<file path="src/rtl/calendar_to_epoch_seconds_assert.svh">
// assertion macros for the calendar to epoch seconds block
`ifndef CALENDAR_TO_EPOCH_SECONDS_ASSERT_SVH
`define CALENDAR_TO_EPOCH_SECONDS_ASSERT_SVH

// plain property, clocked on clk_i, off during reset
`define C2E_ASSERT(lbl, prop, msg) \
  lbl: assert property (@(posedge clk_i) disable iff (!rst_ni) prop) else $error(msg);

// overlapping implication, clocked on clk_i, off during reset
`define C2E_ASSERT_IMPLIES(lbl, ante, cons, msg) \
  lbl: assert property (@(posedge clk_i) disable iff (!rst_ni) (ante) |-> (cons)) \
    else $error(msg);

`endif

</file>
<file path="src/rtl/c2e_pkg.sv">
// types, constants and table functions of the calendar to epoch seconds block
package c2e_pkg;

  localparam int unsigned YearW   = 14;
  localparam int unsigned FieldW  = 7;
  localparam int unsigned MilliW  = 10;
  localparam int unsigned EpochW  = 39;
  localparam int unsigned DaysW   = 24;
  localparam int unsigned HmsW    = 17;
  localparam int unsigned ProdW   = 41;
  localparam int unsigned SumW    = 42;

  localparam logic [YearW-1:0]   YearMin    = 14'd1950;
  localparam logic [MilliW-1:0]  MilliPerSec = 10'd1000;
  localparam logic [16:0]        MinuteMs   = 17'd60000;
  localparam logic signed [DaysW-1:0] DayBias = 24'sd719468;
  localparam logic signed [17:0] SecPerDay  = 18'sd86400;
  localparam logic signed [SumW-1:0] SecMax = 42'sd274877906943;

  // floor(x / 25) for x < 4096 by reciprocal multiply
  localparam logic [12:0] Div25Mul = 13'd5243;
  localparam int unsigned Div25Sh  = 17;

  typedef enum logic [2:0] {
    ST_OK     = 3'd0,
    ST_ZERO   = 3'd1,
    ST_EARLY  = 3'd2,
    ST_HOUR   = 3'd3,
    ST_MINUTE = 3'd4,
    ST_SECOND = 3'd5,
    ST_DATE   = 3'd6
  } status_e;

  typedef struct packed {
    logic [YearW-1:0]  year_in;
    logic [FieldW-1:0] month_in;
    logic [FieldW-1:0] day_in;
    logic [FieldW-1:0] hour_in;
    logic [FieldW-1:0] minute_in;
    logic [FieldW-1:0] second_in;
    logic [MilliW-1:0] milli_in;
  } in_item_t;

  typedef struct packed {
    logic signed [EpochW-1:0] epoch_seconds;
    logic [MilliW-1:0]        milli_out;
    status_e                  status;
  } out_item_t;

  typedef struct packed {
    status_e           status;
    logic [YearW-1:0]  year;
    logic [YearW-1:0]  yy;
    logic [3:0]        month;
    logic [FieldW-1:0] day;
    logic [4:0]        hour;
    logic [5:0]        minute;
    logic [5:0]        sec;
    logic [MilliW-1:0] milli;
    logic [7:0]        q_y100;
    logic [7:0]        q_y400;
    logic [7:0]        q_yy100;
    logic [7:0]        q_yy400;
  } s1_t;

  typedef struct packed {
    status_e                 status;
    logic signed [DaysW-1:0] days;
    logic [HmsW-1:0]         hms;
    logic [MilliW-1:0]       milli;
  } s2_t;

  function automatic logic [7:0] div25(input logic [11:0] x);
    logic [24:0] p;
    p = 25'(x) * 25'(Div25Mul);
    return p[24:Div25Sh];
  endfunction

  function automatic logic [4:0] month_len(input logic [3:0] m, input logic leap);
    logic [4:0] len;
    case (m)
      4'd2:                      len = leap ? 5'd29 : 5'd28;
      4'd4, 4'd6, 4'd9, 4'd11:   len = 5'd30;
      default:                   len = 5'd31;
    endcase
    return len;
  endfunction

  // days from march 1 to the first of the month, year starting in march
  function automatic logic [8:0] month_offset(input logic [3:0] m);
    logic [8:0] off;
    case (m)
      4'd3:    off = 9'd0;
      4'd4:    off = 9'd31;
      4'd5:    off = 9'd61;
      4'd6:    off = 9'd92;
      4'd7:    off = 9'd122;
      4'd8:    off = 9'd153;
      4'd9:    off = 9'd184;
      4'd10:   off = 9'd214;
      4'd11:   off = 9'd245;
      4'd12:   off = 9'd275;
      4'd1:    off = 9'd306;
      4'd2:    off = 9'd337;
      default: off = 9'd0;
    endcase
    return off;
  endfunction

endpackage

</file>
<file path="src/rtl/c2e_stage2.sv">
// second stage logic: leap rule, day check, day count and time of day
module c2e_stage2 (
  input  c2e_pkg::s1_t s1_i,
  output c2e_pkg::s2_t s2_o
);

  logic        div100;
  logic        div400;
  logic        leap;
  logic [4:0]  mlen;
  logic [8:0]  offset;
  logic [22:0] doy;
  logic [22:0] day_sum;

  assign div100 = (s1_i.year[1:0] == 2'd0) &&
                  (s1_i.year[13:2] == 12'(s1_i.q_y100) * 12'd25);
  assign div400 = (s1_i.year[3:0] == 4'd0) &&
                  (12'(s1_i.year[13:4]) == 12'(s1_i.q_y400) * 12'd25);
  assign leap   = ((s1_i.year[1:0] == 2'd0) && !div100) || div400;

  assign mlen   = c2e_pkg::month_len(s1_i.month, leap);
  assign offset = c2e_pkg::month_offset(s1_i.month);
  assign doy    = 23'(offset) + 23'(s1_i.day) - 23'd1;

  // days since march 1 of year zero
  assign day_sum = 23'(s1_i.yy) * 23'd365 + 23'(s1_i.yy[13:2]) - 23'(s1_i.q_yy100)
                 + 23'(s1_i.q_yy400) + doy;

  always_comb begin
    s2_o.status = s1_i.status;
    if (s1_i.status == c2e_pkg::ST_OK && s1_i.day > 7'(mlen)) begin
      s2_o.status = c2e_pkg::ST_DATE;
    end
    s2_o.days  = $signed({1'b0, day_sum}) - c2e_pkg::DayBias;
    s2_o.hms   = 17'(s1_i.hour) * 17'd3600 + 17'(s1_i.minute) * 17'd60 + 17'(s1_i.sec);
    s2_o.milli = s1_i.milli;
  end

endmodule

</file>
<file path="src/rtl/calendar_to_epoch_seconds.sv">
// Gregorian date and time to signed Unix seconds, four stage pipeline
//
// Input channel in_valid_i / in_ready_o carries one date and time item in
// in_item_i. Output channel out_valid_o / out_ready_i carries one result item
// in out_item_o: epoch seconds, millisecond part and a status code. Every
// input item gives exactly one result, in order.
// An accepted item moves through the s1, s2 and s3 registers to the output
// register; one item can be accepted in every cycle while the output is not
// stalled. The stages are field checks with the divide-by-25 multiplies, the
// leap rule and day count, the day by 86400 multiply, and the final add with
// saturation.
// Each stage holds a valid bit; a stage takes a new item when it is empty or
// its successor moves on, so bubbles close up and a stalled receiver holds
// items in place without loss or repetition.
// Reset clears all valid bits; the data registers are not reset. An item with a
// nonzero status gives zero seconds and zero milliseconds.
`include "calendar_to_epoch_seconds_assert.svh"

module calendar_to_epoch_seconds (
  input  logic                 clk_i,
  input  logic                 rst_ni,
  input  logic                 in_valid_i,
  output logic                 in_ready_o,
  input  c2e_pkg::in_item_t    in_item_i,
  output logic                 out_valid_o,
  input  logic                 out_ready_i,
  output c2e_pkg::out_item_t   out_item_o
);

  logic s1_valid_q, s2_valid_q, s3_valid_q, out_valid_q;
  logic ready1, ready2, ready3, ready4;

  c2e_pkg::s1_t      s1_d, s1_q;
  c2e_pkg::s2_t      s2_d, s2_q;
  c2e_pkg::s2_t      s3_d;
  c2e_pkg::status_e  s3_status_q;
  logic signed [c2e_pkg::ProdW-1:0] s3_prod_q;
  logic [c2e_pkg::HmsW-1:0]         s3_hms_q;
  logic [c2e_pkg::MilliW-1:0]       s3_milli_q;
  c2e_pkg::out_item_t out_d, out_q;

  logic [16:0]                t_ms;
  logic                       milli_carry;
  logic                       m_le2;
  logic [c2e_pkg::YearW-1:0]  yy;
  logic [c2e_pkg::FieldW-1:0] sec_whole;
  logic signed [c2e_pkg::SumW-1:0] sec_sum;

  logic s3_stall;
  logic out_ok;
  logic out_zero;
  logic out_in_range;

  assign ready4     = !out_valid_q || out_ready_i;
  assign ready3     = !s3_valid_q || ready4;
  assign ready2     = !s2_valid_q || ready3;
  assign ready1     = !s1_valid_q || ready2;
  assign in_ready_o = ready1;

  // stage 1: field checks and reciprocal divides
  assign t_ms        = 17'(in_item_i.second_in) * 17'd1000 + 17'(in_item_i.milli_in);
  assign milli_carry = in_item_i.milli_in >= c2e_pkg::MilliPerSec;
  assign m_le2       = in_item_i.month_in <= 7'd2;
  assign yy          = in_item_i.year_in - c2e_pkg::YearW'(m_le2);
  assign sec_whole   = in_item_i.second_in + c2e_pkg::FieldW'(milli_carry);

  always_comb begin
    if (in_item_i.year_in == '0 || in_item_i.month_in == '0 || in_item_i.day_in == '0) begin
      s1_d.status = c2e_pkg::ST_ZERO;
    end else if (in_item_i.year_in < c2e_pkg::YearMin) begin
      s1_d.status = c2e_pkg::ST_EARLY;
    end else if (in_item_i.hour_in > 7'd23) begin
      s1_d.status = c2e_pkg::ST_HOUR;
    end else if (in_item_i.minute_in > 7'd59) begin
      s1_d.status = c2e_pkg::ST_MINUTE;
    end else if (t_ms >= c2e_pkg::MinuteMs) begin
      s1_d.status = c2e_pkg::ST_SECOND;
    end else if (in_item_i.month_in > 7'd12) begin
      s1_d.status = c2e_pkg::ST_DATE;
    end else begin
      s1_d.status = c2e_pkg::ST_OK;
    end
    s1_d.year    = in_item_i.year_in;
    s1_d.yy      = yy;
    s1_d.month   = in_item_i.month_in[3:0];
    s1_d.day     = in_item_i.day_in;
    s1_d.hour    = in_item_i.hour_in[4:0];
    s1_d.minute  = in_item_i.minute_in[5:0];
    s1_d.sec     = sec_whole[5:0];
    s1_d.milli   = milli_carry ? in_item_i.milli_in - c2e_pkg::MilliPerSec
                               : in_item_i.milli_in;
    s1_d.q_y100  = c2e_pkg::div25(in_item_i.year_in[13:2]);
    s1_d.q_y400  = c2e_pkg::div25(12'(in_item_i.year_in[13:4]));
    s1_d.q_yy100 = c2e_pkg::div25(yy[13:2]);
    s1_d.q_yy400 = c2e_pkg::div25(12'(yy[13:4]));
  end

  always_ff @(posedge clk_i or negedge rst_ni) begin
    if (!rst_ni) begin
      s1_valid_q <= 1'b0;
    end else if (ready1) begin
      s1_valid_q <= in_valid_i;
    end
  end

  always_ff @(posedge clk_i) begin
    if (ready1 && in_valid_i) begin
      s1_q <= s1_d;
    end
  end

  // stage 2: leap rule, day check, day count and time of day
  c2e_stage2 u_stage2 (
    .s1_i (s1_q),
    .s2_o (s2_d)
  );

  always_ff @(posedge clk_i or negedge rst_ni) begin
    if (!rst_ni) begin
      s2_valid_q <= 1'b0;
    end else if (ready2) begin
      s2_valid_q <= s1_valid_q;
    end
  end

  always_ff @(posedge clk_i) begin
    if (ready2 && s1_valid_q) begin
      s2_q <= s2_d;
    end
  end

  // stage 3: days to seconds
  assign s3_d = s2_q;

  always_ff @(posedge clk_i or negedge rst_ni) begin
    if (!rst_ni) begin
      s3_valid_q <= 1'b0;
    end else if (ready3) begin
      s3_valid_q <= s2_valid_q;
    end
  end

  always_ff @(posedge clk_i) begin
    if (ready3 && s2_valid_q) begin
      s3_status_q <= s3_d.status;
      s3_prod_q   <= c2e_pkg::ProdW'(s3_d.days) * c2e_pkg::ProdW'(c2e_pkg::SecPerDay);
      s3_hms_q    <= s3_d.hms;
      s3_milli_q  <= s3_d.milli;
    end
  end

  // stage 4: add time of day, saturate, zero invalid items
  assign sec_sum = {s3_prod_q[c2e_pkg::ProdW-1], s3_prod_q}
                 + $signed(c2e_pkg::SumW'(s3_hms_q));

  always_comb begin
    out_d.status = s3_status_q;
    if (s3_status_q != c2e_pkg::ST_OK) begin
      out_d.epoch_seconds = '0;
      out_d.milli_out     = '0;
    end else begin
      out_d.milli_out = s3_milli_q;
      if (sec_sum > c2e_pkg::SecMax) begin
        out_d.epoch_seconds = c2e_pkg::SecMax[c2e_pkg::EpochW-1:0];
      end else begin
        out_d.epoch_seconds = sec_sum[c2e_pkg::EpochW-1:0];
      end
    end
  end

  always_ff @(posedge clk_i or negedge rst_ni) begin
    if (!rst_ni) begin
      out_valid_q <= 1'b0;
    end else if (ready4) begin
      out_valid_q <= s3_valid_q;
    end
  end

  always_ff @(posedge clk_i) begin
    if (ready4 && s3_valid_q) begin
      out_q <= out_d;
    end
  end

  assign out_valid_o = out_valid_q;
  assign out_item_o  = out_q;

  assign s3_stall     = s3_valid_q && !ready3;
  assign out_ok       = out_item_o.status == c2e_pkg::ST_OK;
  assign out_zero     = out_item_o.epoch_seconds == '0 && out_item_o.milli_out == '0;
  assign out_in_range = out_item_o.milli_out < c2e_pkg::MilliPerSec &&
                        out_item_o.epoch_seconds >= -39'sd631152000;

  `C2E_ASSERT(a_accept_fills_s1, in_valid_i && in_ready_o |=> s1_valid_q, "accepted item lost")
  `C2E_ASSERT(a_s3_holds, s3_stall |=> s3_valid_q && $stable(s3_prod_q), "stalled s3 item lost")
  `C2E_ASSERT_IMPLIES(a_bad_is_zero, out_valid_o && !out_ok, out_zero, "invalid item not zeroed")
  `C2E_ASSERT_IMPLIES(a_ok_range, out_valid_o && out_ok, out_in_range, "valid result out of range")

endmodule

</file>
<file path="config.mk">
export PLATFORM = sky130hd
export DESIGN_NAME = calendar_to_epoch_seconds
export DESIGN_NICKNAME = d
export VERILOG_FILES = /design/src/rtl/c2e_pkg.sv /design/src/rtl/c2e_stage2.sv /design/src/rtl/calendar_to_epoch_seconds.sv
export VERILOG_INCLUDE_DIRS = /design/src /design/src/rtl
export SDC_FILE = /design/constraint.sdc
export NUM_CORES = 1
export LEC_CHECK = 0
export BUFFER_PORTS_ARGS = -buffer_cell sky130_fd_sc_hd__buf_4
export CORE_MARGIN = 2
export CORE_UTILIZATION = 30
export DETAILED_ROUTE_END_ITERATION = 16
export SYNTH_ARGS = -nofsm -noshare
export SYNTH_HDL_FRONTEND = slang
export SYNTH_SLANG_ARGS = --single-unit
</file>
<file path="constraint.sdc">
create_clock -name clk_i -period 17.3 [get_ports clk_i]
set_clock_uncertainty 0.15 [all_clocks]
set_input_delay 0.865 -clock clk_i [delete_from_list [all_inputs] [get_ports clk_i]]
set_output_delay 0.865 -clock clk_i [all_outputs]
set_load 0.03 [all_outputs]
</file>
==> results.txt <==
top cells by area, synth - edfxtp_1 (26%), ha_1 (23%), fa_1 (20%)
clk root buf - clkbuf_16
most frequent cell after synthesis - inv_1
Synth Instances - 2904
Mapped Area - 31000 um^2
fin. max-slew vios - 0
GP Congestion - 0.855
Bufs and invs on worst path - 7
Initial Util - 30.3%
final hold violation count - 0
vias post-DR - 19731
setup TNS - 0 ns
Hold Buf Count CTS - 1
relative slew slack - 33.2%
Placeable Area - 102000 um^2
vias in the first global route - 20257
Post-route DRC - 0
Vias/cell - 4.44
share of the synthesized area in the top cell type - 25.9%
max-cap violation count - 0
Worst path top cell family by delay - adder cells
Max clock buf depth - 3
first-pass GRT wire length - 103000 um
CTS Buf Count - 35
HP Class - flop to flop
post-route ant nets - 0
Tcrit/Tclk final - 46.4%
most used cell along the critical path - inv_1
GRT Overall Usage - 11.9%
flop and latch count out of synthesis - 280
Seq/Total Area, Yosys - 26.8%
Final min period - 8.02 ns
Netlist cell types - 76
1st-iter DRT viols - 734
Clock Latency Late Sink - 0.55 ns
# H-tree levels - 2
die area - 106000 um^2
area growth from synthesis to layout - 12.2%
most frequent cells after synthesis - inv_1 (681), ha_1 (581), fa_1 (304), edfxtp_1 (267), a21oi_1 (154)
CTS tree - done
row count - 117
syn_area_per_cell - 10.7 um^2
ys flop type - edfxtp_1
fmax - 0.125 GHz
Synthesized Nets - 3852
chip height - 325 um
Clock Sinks - 280
setup repair bufs after CTS - 0
slowest stage cell, crit path - fa_1
Critical Path Max Stage Delay - 0.55 ns
Synth Warn # - 0
total gr overflow - 0
port buffer count - 116
post-synth top area cell - edfxtp_1
Die W - 325 um
fin nets - 3998
arrival time at the worst endpoint - 8.17 ns
# IOs - 117
drt first pass iters - 5
initial antenna violation count - 4
worst-margin pin slew - 0.974 ns
Total Wirelength - 62000 um
clock-pin slew on the worst setup and hold paths - 0.07 ns
nature of the critical path endpoint - flop
critical path class - input port to flop
outcome - finished clean
Synth async-reset ratio - 1.43%
final setup vio count - 0
post-DP HPWL - 52900 um
RSZ-0062 raised after global routing - no
WL/cell - 13.9 um
number of synthesized flops with an enable pin - 267
largest net degree at the start of global routing - 70
CP Max Fanout - 3
share of post-route cells with drive strength above 1 - 7.15%
Worst Path Required - 17.45 ns
startpoint type of the worst setup path - input port
Post-CTS Resized - 0
[area by class of cell]
cell class | instances | area [um^2]
antenna | 2 | 5.00
clock buffer | 39 | 891
clock inverter | 24 | 279
fill | 10281 | 67400
inverter | 681 | 2560
multi-input combinational | 1924 | 20100
sequential | 280 | 8300
tap | 1368 | 1710
timing repair buffer | 128 | 963
[per-stage QoR]
stage | instances | hold WS, ns | area [um^2] | util (%) | worst slack, ns
2_1_floorplan | 2904 | 0.250 | 31000 | - | 9.61
3_3_place_gp | 4380 | 0.251 | 33600 | 32.9 | 8.84
3_5_place_dp | 4380 | 0.255 | 33600 | 32.9 | 8.69
4_1_cts | 4444 | 0.266 | 34800 | 34.0 | 9.27
5_1_grt | 4445 | 0.265 | 34800 | 34.0 | 8.73
6_report | 4446 | 0.264 | 34800 | 34.0 | 9.28
[routing by layer]
metal  up-vias  wire [um]  global-route usage, %
met1      9393      30400                   16.3
li1      10014          -                      -
met3        62       2510                   1.79
met2       262      27900                   19.5
met4         0       1230                   2.95
met5         -          0                      0
[sequential cells by signal, summed over array words and instances, names as in the netlist]
name             count
u_stage2.offset      9
s3_status_q          3
s1_valid_q           1
s1_q                97
s3_milli_q          10
out_valid_o          1
s2_valid_q           1
out_item_o          52
s3_valid_q           1
s3_hms_q            17
s2_q                54
s3_prod_q           34
[worst paths after layout]
kind	slack, ns	cells past startpoint	start	to
min reg2reg	0.26	0	s2_q[18]$_DFFE_PP_	s3_hms_q[8]$_DFFE_PP_
max	9.28	32	in_item_i[42]	s1_q[15]$_DFFE_PP_
min	0.26	0	s2_q[18]$_DFFE_PP_	s3_hms_q[8]$_DFFE_PP_
max reg2reg	9.69	28	s1_q[59]$_DFFE_PP_	s2_q[49]$_DFFE_PP_
max in group asynchronous	16.40	2	rst_ni	s3_valid_q$_DFFE_PN0P_
min in group asynchronous	0.50	2	rst_ni	s2_valid_q$_DFFE_PN0P_
[placed cells by master (no fill, tap or decap), drive strengths merged, types with 5 or more instances in the layout]
cell / instances
and3: 14
or3: 7
nor4: 14
a211oi: 12
edfxtp: 267
xor2: 60
o31ai: 11
a2111oi: 7
nor2b: 24
fa: 304
xnor2: 138
nand2b: 15
clkinv: 10
o2111ai: 7
nand3: 40
nand4: 21
nor2: 84
a31oi: 7
buf: 127
ha: 581
dfxtp: 9
o31a: 8
a21oi: 154
nand2: 72
a211o: 7
a21boi: 6
nor3b: 5
nor3: 33
inv: 689
a21o: 56
o21ai: 80
or2: 19
o21bai: 26
clkbuf: 39
mux2i: 5
o211ai: 9
o21a: 21
and2: 18
[cell families after synthesis]
logic type / synth area share, %
adders and majority gates: 43.1
buffers and inverters: 8.49
AOI/OAI and AO/OA: 9.50
and+or+nand+nor: 6.31
DFF: 26.8
xor gates and xnor gates: 5.60
muxes: 0.234
[worst reg2reg max path: cells and delay by family (launching register included)]
kind,cells,cell delay [ns]
simple gates,3,0.37
buf+inv,4,0.24
xor+xnor,3,0.62
flops,1,0.46
compound gates,10,2.33
fa+ha+maj,8,3.20
Power is left out: the tool's default activity adds up to more than one toggle a clock period on the data nets, which glitch-free logic cannot reach.
